`src/rtl/hwd_pkg.sv`:
```
// ----------------------------------------------------------------------------
// hwd_pkg
// Shared types and constants for the tree-walk Huffman decoder.
// ----------------------------------------------------------------------------
package hwd_pkg;

  localparam int unsigned ALPHABET_DEF    = 256;
  localparam int unsigned SYMBOL_BITS_DEF = 8;

  localparam int unsigned ACTION_W = 2;
  localparam int unsigned VALUE_W  = 8;
  localparam int unsigned SYMBOL_W = 8;

  typedef enum logic [ACTION_W-1:0] {
    ACT_WALK    = 2'd0,
    ACT_SYMBOL  = 2'd1,
    ACT_CODE    = 2'd2,
    ACT_RESTART = 2'd3
  } action_e;

  // controller -> datapath
  typedef struct packed {
    logic restart;
    logic latch;
    logic sym_write;
    logic desc_link;
    logic desc_mark;
    logic leaf_mark;
    logic climb_start;
    logic climb_par;
    logic climb_info;
    logic code_step;
    logic code_fail;
    logic code_enter;
    logic code_leaf;
    logic emit_err;
    logic emit_sym;
  } hwd_cmd_t;

  // datapath -> controller
  typedef struct packed {
    logic walk_done;
    logic descend;
    logic node_full;
    logic prev_bit;
    logic leaf_full;
    logic sym_full;
    logic child_ok;
    logic child_leaf;
  } hwd_status_t;

endpackage

```
`src/rtl/hwd_ctrl.sv`:
```
// ----------------------------------------------------------------------------
// hwd_ctrl
// Sequencer: decodes the accepted transaction and steps the datapath.
// ----------------------------------------------------------------------------
module hwd_ctrl (
  input  logic                              clk_i,
  input  logic                              rst_ni,
  input  logic                              start,
  input  logic [hwd_pkg::ACTION_W-1:0]      action_i,
  input  hwd_pkg::hwd_status_t              status_i,
  output hwd_pkg::hwd_cmd_t                 cmd_o,
  output logic                              busy
);

  typedef enum logic [6:0] {
    ST_IDLE       = 7'b0000001,
    ST_MARK       = 7'b0000010,
    ST_CLIMB_PAR  = 7'b0000100,
    ST_CLIMB_INFO = 7'b0001000,
    ST_CODE_NODE  = 7'b0010000,
    ST_CODE_CHILD = 7'b0100000,
    ST_CODE_SYM   = 7'b1000000
  } state_e;

  state_e state_q, state_d;

  assign busy = (state_q != ST_IDLE);

  always_comb begin
    state_d = state_q;
    cmd_o   = '0;
    case (state_q)
      ST_IDLE: begin
        if (start) begin
          cmd_o.latch = 1'b1;
          case (hwd_pkg::action_e'(action_i))
            hwd_pkg::ACT_WALK: begin
              if (!status_i.walk_done) begin
                if (status_i.descend) begin
                  if (status_i.node_full) begin
                    cmd_o.emit_err = 1'b1;
                  end else begin
                    cmd_o.desc_link = 1'b1;
                    state_d         = ST_MARK;
                  end
                end else if (status_i.prev_bit && status_i.leaf_full) begin
                  cmd_o.emit_err = 1'b1;
                end else begin
                  cmd_o.leaf_mark   = status_i.prev_bit;
                  cmd_o.climb_start = 1'b1;
                  state_d           = ST_CLIMB_PAR;
                end
              end
            end
            hwd_pkg::ACT_SYMBOL: begin
              if (status_i.sym_full) begin
                cmd_o.emit_err = 1'b1;
              end else begin
                cmd_o.sym_write = 1'b1;
              end
            end
            hwd_pkg::ACT_CODE: begin
              state_d = ST_CODE_NODE;
            end
            hwd_pkg::ACT_RESTART: begin
              cmd_o.restart = 1'b1;
            end
            default: begin
              cmd_o.restart = 1'b1;
            end
          endcase
        end
      end
      ST_MARK: begin
        cmd_o.desc_mark = 1'b1;
        state_d         = ST_IDLE;
      end
      ST_CLIMB_PAR: begin
        cmd_o.climb_par = 1'b1;
        state_d         = ST_CLIMB_INFO;
      end
      ST_CLIMB_INFO: begin
        cmd_o.climb_info = 1'b1;
        state_d          = ST_IDLE;
      end
      ST_CODE_NODE: begin
        if (status_i.child_ok) begin
          cmd_o.code_step = 1'b1;
          state_d         = ST_CODE_CHILD;
        end else begin
          cmd_o.code_fail = 1'b1;
          cmd_o.emit_err  = 1'b1;
          state_d         = ST_IDLE;
        end
      end
      ST_CODE_CHILD: begin
        if (status_i.child_leaf) begin
          cmd_o.code_leaf = 1'b1;
          state_d         = ST_CODE_SYM;
        end else begin
          cmd_o.code_enter = 1'b1;
          state_d          = ST_IDLE;
        end
      end
      ST_CODE_SYM: begin
        cmd_o.emit_sym = 1'b1;
        state_d        = ST_IDLE;
      end
      default: begin
        state_d = ST_IDLE;
      end
    endcase
  end

  always_ff @(posedge clk_i or negedge rst_ni) begin
    if (!rst_ni) begin
      state_q <= ST_IDLE;
    end else begin
      state_q <= state_d;
    end
  end

endmodule

```
`config.mk`:
```
export PLATFORM = sky130hd
export DESIGN_NAME = hwd_ctrl
export DESIGN_NICKNAME = d
export VERILOG_FILES = /design/src/rtl/hwd_pkg.sv /design/src/rtl/hwd_ctrl.sv
export SDC_FILE = /design/constraint.sdc
export NUM_CORES = 1
export LEC_CHECK = 0
export BUFFER_PORTS_ARGS = -buffer_cell sky130_fd_sc_hd__buf_2
export CAP_MARGIN = 40
export CORE_AREA = 2 2 39 41
export CTS_BUF_LIST = sky130_fd_sc_hd__clkbuf_8
export CTS_CLUSTER_SIZE = 16
export DETAILED_ROUTE_END_ITERATION = 6
export DIE_AREA = 0 0 41 43
export GPL_ROUTABILITY_DRIVEN = 0
export PLACE_DENSITY = 0.79
export SYNTH_ARGS = -nofsm -noshare
export SYNTH_HDL_FRONTEND = slang
export SYNTH_SLANG_ARGS = --single-unit
```
`constraint.sdc`:
```
create_clock -name clk_i -period 3.8 [get_ports clk_i]
set_input_delay 0.57 -clock clk_i [delete_from_list [all_inputs] [get_ports clk_i]]
set_output_delay 0.57 -clock clk_i [all_outputs]
set_load 0.05 [all_outputs]
```
==> results.toml <==
[global_routing]
grt_pass1_wl_mm = 1.99
grt_max_degree = 8
grtUsageTotal_pct = 16.0
grt_pass1_vias = 500
grt.overflow.total = 0
antenna_found_initial = 0

[critical_path]
rr_endpoint = "state_q[2]"
critPathSlowestCell = "or4_4"
crit_path_end_kind = "primary output"
start_kind = "flip-flop"
arrival_ns = 2.08
worstPathRequired_ns = 3.23
path_cells = "or4_4, or2_1, nor3_4, o21bai_1, buf_2"
critical_path.max_fanout = 7
r2r_slack_ns = 2.14
reg2reg_depth = 4
r2r_start = "state_q[6]"
critPathMaxStageDelay_ns = 0.53
crit_type = "reg2out"

[clock_tree]
ctsResizeCount = 0
cts_inserted_buffers = 3
h-tree-depth = 1
cts_setup_buffers = 0
cts_tree = "yes"
cts_hold_buf = 0
clock_path_buffers = 2
cts.reportedPaths.clkPinSlew_ns = 0.04
clock-root-buffer = "clkbuf_8"
insertion_delay_ns = 0.22
cts.sinks = 7

[synth]
synth_compound_gate_area_share_pct = 14.6
synth-xor-area-share_pct = 0
yosysSeqAreaShare_pct = 34.3
synth_cell_types = 29
muxShareOfSynthArea_pct = 0
synth_fp_nets = 69
synth_edf_count = 0
netlist_area_um2 = 514
synth_area_leaders = "dfrtp_1 29%, and4b_1 7.8%, nor3_1 6.8%"
yosysWarnings = 0
synth_top_family_by_area = "simple AND/OR/NAND/NOR gates"
async_flop_share_pct = 100
synth_cells = 56
synth_top_area_cell = "dfrtp_1"
synth_top_area_share_pct = 29.2
synthSimpleGateAreaFrac_pct = 45.3
ys_ff_latch = 7
syn_area_per_cell_um2 = 9.18
synthFlopType = "dfrtp_1"
yosys.area_share.adder_pct = 0

[sta]
drv_slew = 0
tightest_slew_ns = 0.307
max_slew_margin_pct = 79.5
fin_crit_sh_pct = 69.6
setup_viol = 0
rsz0062_at_grt = "no"
fin_skew_ns = 0.00536
final-hold-violation-count = 0
fmaxAchievable_mhz = 378
min_period_ns = 2.65
setup_tns_ns = 0

[finish]
postLayoutCoreUtil_pct = 51.2
largest_register_ff_count = 7
nets = 101
layout-drive-gt1-share_pct = 40.2
stdcell_count = 103
fillCellCount = 120
area_delta_synth_final_pct = 37.7
largest-register = "state_q"
top_regs = "state_q x7"
diodes = 0

[drt]
wl_mm = 1.23
drc = 0
firstDrtPassIters = 4
num_vias = 558
wl_per_cell_um = 12.0
detail-route-antenna-nets = 0
drt_iter0_drc = 25
viasPerCell = 5.42

[floorplanning]
die_y_um = 43
die_area_um2 = 1760
core_area_um2 = 1380
ioPinCount = 29
start_util_pct = 37.2
num_rows = 14
die_x_um = 41

[place]
numPortBuffers = 28
placed_cells = 99
dpl.hpwl_um = 979

[worst_hold_path]
hp-class = "in2async"

[job]
maxCapViolations = 0

[power]
power_leakage_nw = 0.378
power_density_nw_per_um2 = 476
peakVddDrop_mv = 0.224

[run_status]
status = "finished clean"
==> how the worst max path moves through the flow <==
stage	end	depth (start not counted)	from
after floorplan	cmd_o[11]	2	action_i[1]
after global placement	cmd_o[8]	5	action_i[1]
after detailed placement	cmd_o[8]	5	action_i[1]
after CTS	cmd_o[8]	5	state_q[6]
after global routing	cmd_o[8]	5	state_q[6]
final	cmd_o[1]	5	state_q[1]
==> placed cells by master (no fill, tap or decap), drive strengths merged, types with 2 or more instances in the layout <==
| master | synthesis | final |
|---|---|---|
| nor4b | 4 | 4 |
| inv | 5 | 6 |
| dfrtp | 6 | 6 |
| and3 | 2 | 2 |
| a21oi | 3 | 3 |
| nand2b | 2 | 2 |
| and4b | 4 | 4 |
| nor2 | 2 | 2 |
| nor3 | 9 | 9 |
| clkbuf | 0 | 3 |
| buf | 1 | 28 |
| a21boi | 2 | 2 |
==> synthesized netlist by cell type, types with 2 or more instances <==
master,n
dfrtp_1,6
and3_1,2
nor4b_1,4
a21boi_0,2
and4b_1,4
nor2_1,2
nand2b_1,2
nor3_1,7
inv_1,5
a21oi_1,3
==> power by group <==
part | internal, mW | switching, mW | leakage (nW)
registers | 0.0849 | 0.00633 | 0.0939
logic | 0.0451 | 0.0991 | 0.257
clock network | 0.0698 | 0.0318 | 0.0269
total | 0.200 | 0.137 | 0.378
==> kinds of logic (layout without fill, tap and decap cells) <==
logic type             Yosys count  after routing
AO/OA/AOI/OAI                   11             11
buffers and inverters            6             37
flip-flops                       7              7
AND/OR/NAND/NOR                 32             32
==> cell type report <==
class / instances / area [um2] / share of cell area [%]
Clock inverter: 1 / 3.75 / 0.530
Timing Repair Buffer: 28 / 140 / 19.8
Multi-Input combinational cell: 43 / 308 / 43.5
Clock buffer: 3 / 41.3 / 5.83
Inverter: 5 / 18.8 / 2.65
Tap cell: 16 / 20.0 / 2.83
Sequential cell: 7 / 176 / 24.9
==> routing by layer <==
| metal | GRT usage, % | vias up | routed length (um) |
|---|---|---|---|
| met1 | 20.7 | 257 | 536 |
| li1 | - | 279 | - |
| met4 | 6.00 | 0 | 15 |
| met2 | 25.9 | 20 | 600 |
| met3 | 1.57 | 2 | 81 |
| met5 | 0 | - | 0 |
==> worst max-delay path: cells and delay by family, from the launching register on <==
kind            cells  cell delay [ns]
simple gates        3             1.06
flops               1             0.40
buf+inv             1             0.28
compound gates      1             0.12
==> per-stage QoR <==
step	power [mW]	hold WS [ns]	cell area (um2)	setup slack (ns)
floorplan	0.210	0.274	514	0.572
global placement	0.232	0.409	663	1.38
detailed placement	0.235	0.414	663	1.37
CTS	0.338	0.176	708	1.15
global route	0.357	0.183	708	0.942
finish	0.337	0.170	708	1.15
Power figures use the tool's default switching activity.
